$ cat config.mk
export PLATFORM = sky130hd
export DESIGN_NAME = scope_waveform_decimator_top
export DESIGN_NICKNAME = d
export VERILOG_FILES = /design/src/rtl/core/swd_pkg.sv /design/src/rtl/core/swd_lane.sv /design/src/rtl/core/scope_waveform_decimator_top.sv
export VERILOG_INCLUDE_DIRS = /design/src /design/src/rtl/core
export SDC_FILE = /design/constraint.sdc
export NUM_CORES = 2
export LEC_CHECK = 0
export ABC_AREA = 0
export BUFFER_PORTS_ARGS = -buffer_cell sky130_fd_sc_hd__buf_4
export CORE_MARGIN = 1
export CORE_UTILIZATION = 30
export DETAILED_ROUTE_END_ITERATION = 10
export PLACE_DENSITY_LB_ADDON = 0.2
export SYNTH_ARGS = -nofsm -noshare
export SYNTH_HDL_FRONTEND = slang
export SYNTH_SLANG_ARGS = --single-unit
export TNS_END_PERCENT = 5
$ cat constraint.sdc
create_clock -name i_clk -period 11.9 [get_ports i_clk]
set_input_delay 2.38 -clock i_clk [delete_from_list [all_inputs] [get_ports i_clk]]
set_output_delay 2.38 -clock i_clk [all_outputs]
set_load 0.005 [all_outputs]
$ cat src/rtl/core/scope_waveform_decimator_top_defines.svh
// Assertion macros shared by the scope waveform decimator RTL.
// No dependencies; included by the top level.
`ifndef SCOPE_WAVEFORM_DECIMATOR_TOP_DEFINES_SVH
`define SCOPE_WAVEFORM_DECIMATOR_TOP_DEFINES_SVH

// Same-cycle implication, checked out of reset.
`define SWD_ASSERT_NOW(label, clk, rst_n, ante, cons, msg) \
    label: assert property (@(posedge clk) disable iff (!rst_n) (ante) |-> (cons)) \
        else $error(msg);

// Next-cycle implication, checked out of reset.
`define SWD_ASSERT_NEXT(label, clk, rst_n, ante, cons, msg) \
    label: assert property (@(posedge clk) disable iff (!rst_n) (ante) |=> (cons)) \
        else $error(msg);

`endif

$ cat src/rtl/core/swd_pkg.sv
// Shared types and constants for the scope waveform decimator.
// No dependencies.
`default_nettype none
package swd_pkg;

    localparam int unsigned CFG_IDX_W  = 3;
    localparam int unsigned CFG_DATA_W = 16;

    typedef enum logic [CFG_IDX_W-1:0] {
        REG_SAMPLES_PER_PIXEL = 3'd0,
        REG_REDUCE_MODE       = 3'd1,
        REG_SCALE_NUM         = 3'd2,
        REG_SCALE_DEN         = 3'd3,
        REG_VERT_OFFSET       = 3'd4,
        REG_RAW_ZERO          = 3'd5,
        REG_ZERO_PIXEL        = 3'd6
    } t_reg_idx;

    localparam logic [1:0] MODE_FIRST   = 2'd0;
    localparam logic [1:0] MODE_AVERAGE = 2'd1;
    localparam logic [1:0] MODE_PEAK    = 2'd2;

    localparam logic [12:0] MAX_GROUP = 13'd4096;

    // scaling settings seen by every lane
    typedef struct packed {
        logic [15:0]       num;
        logic [15:0]       den;
        logic signed [8:0] offset;
        logic [7:0]        raw_zero;
        logic [7:0]        zero_pixel;
    } t_lane_cfg;

    typedef struct packed {
        logic        start;
        logic [19:0] value;
        logic [12:0] divisor;
    } t_lane_req;

endpackage
`default_nettype wire

$ cat src/rtl/core/swd_lane.sv
// One reduction/scaling lane: divide by group size, scale, divide, clamp.
// Depends on swd_pkg.
`default_nettype none
module swd_lane
    import swd_pkg::*;
#(
    parameter int unsigned SCREEN_HEIGHT = 240
) (
    input  wire logic      i_clk,
    input  wire logic      i_rst_n,
    input  wire t_lane_req i_req,
    input  wire t_lane_cfg i_cfg,
    output logic [7:0]     o_row,
    output logic           o_done
);
    localparam logic [25:0] ROW_MAX = 26'(SCREEN_HEIGHT - 1);

    typedef enum logic [2:0] {L_IDLE, L_DIV1, L_MUL, L_DIV2, L_FIN} t_lstate;

    t_lstate     r_state;
    logic [23:0] r_quo;
    logic [16:0] r_rem;
    logic [15:0] r_dvs;
    logic [4:0]  r_cnt;
    logic        r_neg;
    logic [7:0]  r_row;
    logic        r_done;

    logic [16:0] rem_sh, rem_nx;
    logic        ge;
    logic [23:0] quo_nx;
    logic signed [8:0]  diff;
    logic signed [25:0] prod;
    logic [24:0] mag;
    logic [25:0] qs, v, clamped;

    always_comb begin
        rem_sh = {r_rem[15:0], r_quo[23]};
        ge     = rem_sh >= {1'b0, r_dvs};
        rem_nx = ge ? (rem_sh - {1'b0, r_dvs}) : rem_sh;
        quo_nx = {r_quo[22:0], ge};
        diff   = $signed({1'b0, r_quo[7:0]}) - $signed({1'b0, i_cfg.raw_zero});
        prod   = $signed({1'b0, i_cfg.num}) * diff;
        mag    = prod[25] ? 25'(26'd0 - prod) : prod[24:0];
        qs     = r_neg ? (26'd0 - {2'b0, r_quo}) : {2'b0, r_quo};
        v      = qs + {{17{i_cfg.offset[8]}}, i_cfg.offset} + {18'd0, i_cfg.zero_pixel};
        if (v[25]) begin
            clamped = 26'd0;
        end else if (v > ROW_MAX) begin
            clamped = ROW_MAX;
        end else begin
            clamped = v;
        end
    end

    always_ff @(posedge i_clk) begin
        if (!i_rst_n) begin
            r_state <= L_IDLE;
            r_done  <= 1'b0;
            r_cnt   <= '0;
        end else begin
            unique case (r_state)
                L_IDLE: begin
                    r_done <= 1'b0;
                    if (i_req.start) begin
                        r_quo   <= {4'd0, i_req.value};
                        r_dvs   <= {3'd0, i_req.divisor};
                        r_rem   <= '0;
                        r_cnt   <= '0;
                        r_state <= L_DIV1;
                    end
                end
                L_DIV1: begin
                    r_rem <= rem_nx;
                    r_quo <= quo_nx;
                    r_cnt <= r_cnt + 5'd1;
                    if (r_cnt == 5'd23) begin
                        r_state <= L_MUL;
                    end
                end
                L_MUL: begin
                    r_neg   <= prod[25];
                    r_quo   <= mag[23:0];
                    r_dvs   <= (i_cfg.den == 16'd0) ? 16'd1 : i_cfg.den;
                    r_rem   <= '0;
                    r_cnt   <= '0;
                    r_state <= L_DIV2;
                end
                L_DIV2: begin
                    r_rem <= rem_nx;
                    r_quo <= quo_nx;
                    r_cnt <= r_cnt + 5'd1;
                    if (r_cnt == 5'd23) begin
                        r_state <= L_FIN;
                    end
                end
                L_FIN: begin
                    r_row   <= clamped[7:0];
                    r_done  <= 1'b1;
                    r_state <= L_IDLE;
                end
                default: r_state <= L_IDLE;
            endcase
        end
    end

    assign o_row  = r_row;
    assign o_done = r_done;
endmodule
`default_nettype wire

$ cat src/rtl/core/scope_waveform_decimator_top.sv
// Scope waveform decimator: four scaling lanes plus group accumulator.
// Depends on swd_pkg, swd_lane and scope_waveform_decimator_top_defines.svh.
//
// Input channel: i_in_valid / o_in_stall carry one sample pair per transaction,
// with present and group_end flags. Output channel: o_out_valid / i_out_stall
// carry one display pixel (four rows, valid flag, last-column flag).
// A present sample that does not close its group is taken every cycle while
// input is not stalled. A closing sample starts the four lanes (A high/low,
// B high/low); each runs a 24-step average division, one multiply and a
// 24-step scale division, so the pixel lands in the pending register after
// the lane run, and moves on into the output register when that is free or
// the receiver is not stalling. Input is stalled for the lane run and until
// the pending register has moved on; an absent sample loads an invalid pixel
// straight into the pending register, which likewise stalls input.
// The pending register acts as a skid stage: while the output waits on a
// stalling receiver, it holds the next pixel and input is stalled.
// Reset (synchronous, active low) restores the register defaults, empties
// the group and the pixel registers and returns the column counter to 0.
// Configuration writes are taken at any edge with i_cfg_we high.
`default_nettype none
`include "scope_waveform_decimator_top_defines.svh"
module scope_waveform_decimator_top
    import swd_pkg::*;
#(
    parameter int unsigned SCREEN_WIDTH  = 320,
    parameter int unsigned SCREEN_HEIGHT = 240
) (
    input  wire logic                  i_clk,
    input  wire logic                  i_rst_n,
    input  wire logic                  i_cfg_we,
    input  wire logic [CFG_IDX_W-1:0]  i_cfg_index,
    input  wire logic [CFG_DATA_W-1:0] i_cfg_data,
    input  wire logic                  i_in_valid,
    output logic                       o_in_stall,
    input  wire logic [7:0]            i_sample_a,
    input  wire logic [7:0]            i_sample_b,
    input  wire logic                  i_present,
    input  wire logic                  i_group_end,
    output logic                       o_out_valid,
    input  wire logic                  i_out_stall,
    output logic [7:0]                 o_pixel_a_high,
    output logic [7:0]                 o_pixel_a_low,
    output logic [7:0]                 o_pixel_b_high,
    output logic [7:0]                 o_pixel_b_low,
    output logic                       o_pixel_valid,
    output logic                       o_last_pixel
);
    localparam int unsigned COL_W = (SCREEN_WIDTH > 1) ? $clog2(SCREEN_WIDTH) : 1;
    localparam logic [COL_W-1:0] COL_LAST = COL_W'(SCREEN_WIDTH - 1);

    // configuration
    logic [12:0] r_spp;
    logic [1:0]  r_mode;
    t_lane_cfg   r_cfg;

    always_ff @(posedge i_clk) begin
        if (!i_rst_n) begin
            r_spp            <= 13'd1;
            r_mode           <= MODE_FIRST;
            r_cfg.num        <= 16'd1;
            r_cfg.den        <= 16'd1;
            r_cfg.offset     <= 9'sd0;
            r_cfg.raw_zero   <= 8'd128;
            r_cfg.zero_pixel <= 8'd120;
        end else if (i_cfg_we) begin
            unique case (i_cfg_index)
                REG_SAMPLES_PER_PIXEL: r_spp            <= i_cfg_data[12:0];
                REG_REDUCE_MODE:       r_mode           <= i_cfg_data[1:0];
                REG_SCALE_NUM:         r_cfg.num        <= i_cfg_data;
                REG_SCALE_DEN:         r_cfg.den        <= i_cfg_data;
                REG_VERT_OFFSET:       r_cfg.offset     <= $signed(i_cfg_data[8:0]);
                REG_RAW_ZERO:          r_cfg.raw_zero   <= i_cfg_data[7:0];
                REG_ZERO_PIXEL:        r_cfg.zero_pixel <= i_cfg_data[7:0];
                default: ;
            endcase
        end
    end

    // group accumulator
    logic [19:0] r_sum_a, r_sum_b;
    logic [7:0]  r_first_a, r_first_b, r_min_a, r_max_a, r_min_b, r_max_b;
    logic [12:0] r_cnt;

    logic [19:0] n_sum_a, n_sum_b;
    logic [7:0]  n_first_a, n_first_b, n_min_a, n_max_a, n_min_b, n_max_b;
    logic [12:0] n_cnt, gsize;
    logic        close, in_acc;

    always_comb begin
        n_sum_a   = r_sum_a + {12'd0, i_sample_a};
        n_sum_b   = r_sum_b + {12'd0, i_sample_b};
        n_first_a = (r_cnt == 13'd0) ? i_sample_a : r_first_a;
        n_first_b = (r_cnt == 13'd0) ? i_sample_b : r_first_b;
        n_min_a   = (i_sample_a < r_min_a) ? i_sample_a : r_min_a;
        n_max_a   = (i_sample_a > r_max_a) ? i_sample_a : r_max_a;
        n_min_b   = (i_sample_b < r_min_b) ? i_sample_b : r_min_b;
        n_max_b   = (i_sample_b > r_max_b) ? i_sample_b : r_max_b;
        n_cnt     = r_cnt + 13'd1;
        if (r_spp == 13'd0) begin
            gsize = 13'd1;
        end else if (r_spp > MAX_GROUP) begin
            gsize = MAX_GROUP;
        end else begin
            gsize = r_spp;
        end
        close = i_group_end || (n_cnt >= gsize);
    end

    // lanes and pixel registers
    logic             r_busy;
    t_lane_req        r_req [4];
    logic [7:0]       lane_row [4];
    logic [3:0]       lane_done;
    logic             r_pend_valid, r_pend_pv;
    logic [7:0]       r_pend_row [4];
    logic             r_pend_last;
    logic [COL_W-1:0] r_col;
    logic             col_last, pend_load, out_load;

    assign o_in_stall = r_busy || r_pend_valid;
    assign in_acc     = i_in_valid && !o_in_stall;
    assign col_last   = (r_col == COL_LAST);
    assign pend_load  = lane_done[0] || (in_acc && !i_present);
    assign out_load   = r_pend_valid && (!o_out_valid || !i_out_stall);

    always_ff @(posedge i_clk) begin
        if (!i_rst_n) begin
            r_sum_a <= '0; r_sum_b <= '0;
            r_first_a <= '0; r_first_b <= '0;
            r_min_a <= 8'hFF; r_min_b <= 8'hFF;
            r_max_a <= '0; r_max_b <= '0;
            r_cnt <= '0;
            r_busy <= 1'b0;
            for (int i = 0; i < 4; i++) begin
                r_req[i].start <= 1'b0;
            end
        end else begin
            // one-cycle start pulse on a closing present sample
            for (int i = 0; i < 4; i++) begin
                r_req[i].start <= in_acc && i_present && close;
            end
            if (lane_done[0]) begin
                r_busy <= 1'b0;
            end
            if (in_acc) begin
                if (!i_present || close) begin
                    r_sum_a <= '0; r_sum_b <= '0;
                    r_first_a <= '0; r_first_b <= '0;
                    r_min_a <= 8'hFF; r_min_b <= 8'hFF;
                    r_max_a <= '0; r_max_b <= '0;
                    r_cnt <= '0;
                end else begin
                    r_sum_a <= n_sum_a; r_sum_b <= n_sum_b;
                    r_first_a <= n_first_a; r_first_b <= n_first_b;
                    r_min_a <= n_min_a; r_min_b <= n_min_b;
                    r_max_a <= n_max_a; r_max_b <= n_max_b;
                    r_cnt <= n_cnt;
                end
                if (i_present && close) begin
                    r_busy <= 1'b1;
                    // lane order: A high, A low, B high, B low
                    case (r_mode)
                        MODE_AVERAGE: begin
                            r_req[0].value <= n_sum_a; r_req[1].value <= n_sum_a;
                            r_req[2].value <= n_sum_b; r_req[3].value <= n_sum_b;
                        end
                        MODE_PEAK: begin
                            r_req[0].value <= {12'd0, n_max_a};
                            r_req[1].value <= {12'd0, n_min_a};
                            r_req[2].value <= {12'd0, n_max_b};
                            r_req[3].value <= {12'd0, n_min_b};
                        end
                        default: begin
                            r_req[0].value <= {12'd0, n_first_a};
                            r_req[1].value <= {12'd0, n_first_a};
                            r_req[2].value <= {12'd0, n_first_b};
                            r_req[3].value <= {12'd0, n_first_b};
                        end
                    endcase
                    for (int i = 0; i < 4; i++) begin
                        r_req[i].divisor <= (r_mode == MODE_AVERAGE) ? n_cnt : 13'd1;
                    end
                end
            end
        end
    end

    for (genvar g = 0; g < 4; g++) begin : g_lane
        swd_lane #(
            .SCREEN_HEIGHT(SCREEN_HEIGHT)
        ) u_lane (
            .i_clk  (i_clk),
            .i_rst_n(i_rst_n),
            .i_req  (r_req[g]),
            .i_cfg  (r_cfg),
            .o_row  (lane_row[g]),
            .o_done (lane_done[g])
        );
    end

    // merge: pending pixel (skid) then output register
    always_ff @(posedge i_clk) begin
        if (!i_rst_n) begin
            r_pend_valid <= 1'b0;
            o_out_valid  <= 1'b0;
            r_col        <= '0;
        end else begin
            if (pend_load) begin
                r_pend_valid <= 1'b1;
                r_pend_pv    <= lane_done[0];
                for (int i = 0; i < 4; i++) begin
                    r_pend_row[i] <= lane_done[0] ? lane_row[i] : 8'd0;
                end
                r_pend_last <= col_last;
                r_col       <= col_last ? '0 : r_col + COL_W'(1);
            end else if (out_load) begin
                r_pend_valid <= 1'b0;
            end
            if (out_load) begin
                o_out_valid    <= 1'b1;
                o_pixel_a_high <= r_pend_row[0];
                o_pixel_a_low  <= r_pend_row[1];
                o_pixel_b_high <= r_pend_row[2];
                o_pixel_b_low  <= r_pend_row[3];
                o_pixel_valid  <= r_pend_pv;
                o_last_pixel   <= r_pend_last;
            end else if (!i_out_stall) begin
                o_out_valid <= 1'b0;
            end
        end
    end

    `SWD_ASSERT_NOW(a_lanes_lockstep, i_clk, i_rst_n, 1'b1,
        (lane_done == 4'h0) || (lane_done == 4'hF), "lanes finished out of step")
    `SWD_ASSERT_NOW(a_pend_free, i_clk, i_rst_n, lane_done[0],
        !r_pend_valid && r_busy, "lane result with pending pixel occupied")
    `SWD_ASSERT_NEXT(a_out_follows, i_clk, i_rst_n, out_load,
        o_out_valid, "pending pixel lost on its way out")
endmodule
`default_nettype wire

==> key figures <==
Setup path
  – CP endpoint kind: flip-flop
  – Slowest cell on crit path: xnor2_1
  – Reg-to-reg endpoint: g_lane[2].u_lane.r_quo[7]
  – Critical Path RT: ~12 ns
  – Worst R2R Path Depth: 33
  – Max incr delay on CP: 0.87 ns
  – Reg-to-reg slack, setup: 2.80 ns
  – Crit path max fanout: 20
  – Critical Path Most Common Cell: fa_1
  – Worst setup SP type: flip-flop
  – Worst Path Class, Setup: flip-flop to flip-flop
  – Worst r2r src: r_cfg[9]
  – CP arrival: ~9.5 ns

Routing
  – Via count: around 48000
  – First-pass iteration count of the detailed router: 5
  – Final ANT Viol Nets: 0
  – DR DRC count: 0
  – Final wirelength: between 150 and 200 mm
  – WL/cell: around 20 µm
  – DRT iter0 DRCs: 3089
  – Vias per cell: about 5.1

Place
  – DP HPWL: around 150 mm
  – Setup WS pre-CTS: 2.74 ns
  – GPL Wtd Cong: 0.896
  – Buffers on Ports: 77

Yosys
  – Syn. warnings: 0
  – Post-synthesis sequential area ratio: between 20 and 30%
  – Number of synthesized register bits: about 640
  – Mapped cell area: around 60000 µm²
  – Post-Synthesis Cells: between 6000 and 7000
  – Top FF cell, synth: edfxtp_1
  – Post-synth EDFFs: roughly 380
  – Mapped Avg Cell Area: approximately 9 µm²
  – Synth unique cells: 90
  – Post-synthesis async set-or-reset flop share: 0%

Timing
  – Crit share post-route: between 70% and 80%
  – Slew Viols, Final: 0
  – Fmax: about 110 MHz
  – Setup_tns: 0 ns
  – Final setup viols: 0
  – Final worst clock skew: around 0.053 ns
  – Count of final hold-check violations: 0
  – Min setup slack post-route: roughly 2.8 ns
  – Slew headroom: 8.88%
  – Fin crit period: between 9 and 10 ns
  – Slew at the pin closest to its max-slew limit: 1.35 ns
  – RSZ-0062 raised after global routing: no

Floorplan
  – Total die area: around 210000 µm²
  – Initial Util: a little under a third
  – Die H: 454 µm
  – # rows: roughly 170
  – Core ar.: just over 200000 µm²
  – Chip width: about 450 µm
  – Ports: between 70 and 80

Hold path
  – Worst hold path depth: 0
  – Hold Path End: o_pixel_valid
  – Hold Crit Class: flip-flop to flip-flop
  – Worst hold start: r_pend_pv

Layout
  – Register Area: approximately 17000 µm²
  – Final Util: approximately a third
  – Fraction of layout instances using a drive strength above 1: between 5 and 6%
  – Filler cell count: between 20000 and 25000
  – Synthesis-to-finish area growth: 10.2%
  – Multi-input logic area: slightly above 40000 µm²
  – Nets: roughly 7900

Global route
  – Initial antenna violation count: 15
  – Gr ovfl total: 0
  – Gr usage total: 18.5%
  – Largest net degree at the start of global routing: 67
  – First-pass GRT wire length: 293 mm
  – Number of global-route vias before repair: approximately 48000

Clocking
  – Clk root buf: clkbuf_16
  – Num CTS Buffers: just under 80
  – CTS resizes: 0
  – CTS Hold Bufs: 0
  – Setup Buffers After CTS: 0
  – Clk slew on worst S/H paths: approximately 0.06 ns
  – CTS Buffer Depth: 3
  – Worst skew pair latency: 0.71 ns
  – H-tree depth: 3
  – CTS tree: done
  – Sink Count: ~640

Power
  – Peak VDD IR: 0.000114 V
  – Pwr dens: about 110 nW/µm²
  – Leak: a little under 30 nW
  – Design Power: approximately 0.0076 W

Flow run
  – Number of max-cap violations: 0

Run status
  – Status: finished, final reports clean
cells by family (layout without fill, tap and decap cells):
family / after synthesis / in the layout / share of synthesized area, %
simple gates: 2287 / 2287 / 18.3
compound gates: 1403 / 1403 / 14.5
fa+ha+maj: 1058 / 1058 / 27.0
buf+inv: 894 / 926 / 5.48
flops: 642 / 642 / 27.1
xor+xnor: 437 / 437 / 6.29
mux: 77 / 77 / 1.29
other cells: 1 / 12 / 0.00612
layout make-up:
cell class / instances / area share [%]
multi-input combinational: 5264 / 61.4
sequential: 642 / 24.6
tap: 2672 / 4.95
inverter: 615 / 3.43
clock buffer: 111 / 3.29
timing repair buffer: 168 / 1.87
clock inverter: 32 / 0.441
antenna: 10 / 0.0371
power by group:
| group | leakage, nW | total [W] | switching, W | internal (W) |
|---|---|---|---|---|
| Clock | 1.22 | 0.00238 | 0.00106 | 0.00132 |
| Sequential | 5.73 | 0.00255 | 0.0000929 | 0.00245 |
| Combinational | 22.3 | 0.00270 | 0.00165 | 0.00105 |
registers in the layout (all words and copies together), names as in the netlist, 9 cells and up:
register and flops:
g_lane.u_lane.r_state 12, r_cnt 13, r_pend_row 32, g_lane.u_lane.r_quo 96
r_req 96, g_lane.u_lane.r_rem 64, g_lane.u_lane.o_row 32, r_sum_a 20
g_lane.u_lane.r_dvs 64, g_lane.u_lane.r_cnt 20, r_col 9, r_cfg 57
r_sum_b 20, r_spp 13
metal layers:
layer	GRT usage (%)	vias up	share of wire [%]
met5	0	-	0.0068
met1	24.7	23900	46
li1	-	23300	-
met2	30.6	937	47
met3	1.42	239	3.4
met4	7.75	2	4.2
metrics by stage:
step	hold WS [ns]	area, µm²	std cells
3_5_place_dp	0.407	64900	9361
2_1_floorplan	0.400	61300	6800
4_1_cts	0.421	67500	9504
5_1_grt	0.433	67500	9511
6_report	0.420	67500	9514
3_3_place_gp	0.405	64900	9361
cell usage after synthesis (36+ instances only):
| master | instances | area share [%] |
|---|---|---|
| and2_1 | 344 | 3.5 |
| or3_1 | 37 | 0.38 |
| fa_1 | 442 | 14 |
| xnor2_1 | 258 | 3.7 |
| ha_1 | 616 | 13 |
| nand2b_1 | 177 | 1.8 |
| nor4_1 | 39 | 0.40 |
| mux2i_1 | 63 | 1.0 |
| a21oi_1 | 432 | 3.5 |
| a211oi_1 | 36 | 0.44 |
| o21a_1 | 62 | 0.76 |
| clkbuf_1 | 267 | 1.6 |
| nor2_1 | 493 | 3.0 |
| nand3_1 | 114 | 0.93 |
| nand2_1 | 691 | 4.2 |
| edfxtp_1 | 375 | 18 |
| nand4_1 | 48 | 0.49 |
| dfxtp_1 | 267 | 8.7 |
| o21bai_1 | 41 | 0.50 |
| a22oi_1 | 76 | 0.93 |
| o31ai_1 | 45 | 0.55 |
| a21o_1 | 108 | 1.3 |
| nor3_1 | 117 | 0.96 |
| nor2b_1 | 62 | 0.63 |
| xor2_1 | 177 | 2.5 |
| and3_1 | 56 | 0.57 |
| inv_1 | 615 | 3.8 |
| o21ai_0 | 335 | 2.7 |
critical path, delay by kind of cell, from the launching register on:
kind	cells	cell delay, ns
flip-flops	1	0.67
adder cells (fa/ha/maj)	7	3.28
AND/OR/NAND/NOR	8	0.95
AO/OA/AOI/OAI	10	1.71
multiplexers	1	0.48
XOR/XNOR	2	0.99
buffers and inverters	5	0.71
layout by cell type (no fill, tap or decap), types with 266 or more instances in the layout:
master	Yosys	final
a21oi_1	432	431
and2_1	344	344
dfxtp_1	267	266
edfxtp_1	375	375
fa_1	442	442
ha_1	616	616
inv_1	615	614
nand2_1	691	689
nor2_1	493	486
o21ai_0	335	335
worst max path at each step:
stage / start / end / slack, ns
final: r_cfg[9] / g_lane[2].u_lane.r_quo[7] / 2.80
after global routing: r_cfg[9] / g_lane[2].u_lane.r_quo[6] / 2.04
after CTS: r_cfg[9] / g_lane[2].u_lane.r_quo[7] / 2.72
after detailed placement: r_cfg[9] / g_lane[2].u_lane.r_quo[7] / 2.74
after global placement: r_cfg[9] / g_lane[2].u_lane.r_quo[7] / 2.76
after floorplan: r_cfg[9] / g_lane[3].u_lane.r_quo[22] / 3.98
Note: power is estimated with default switching activity, not from simulation.
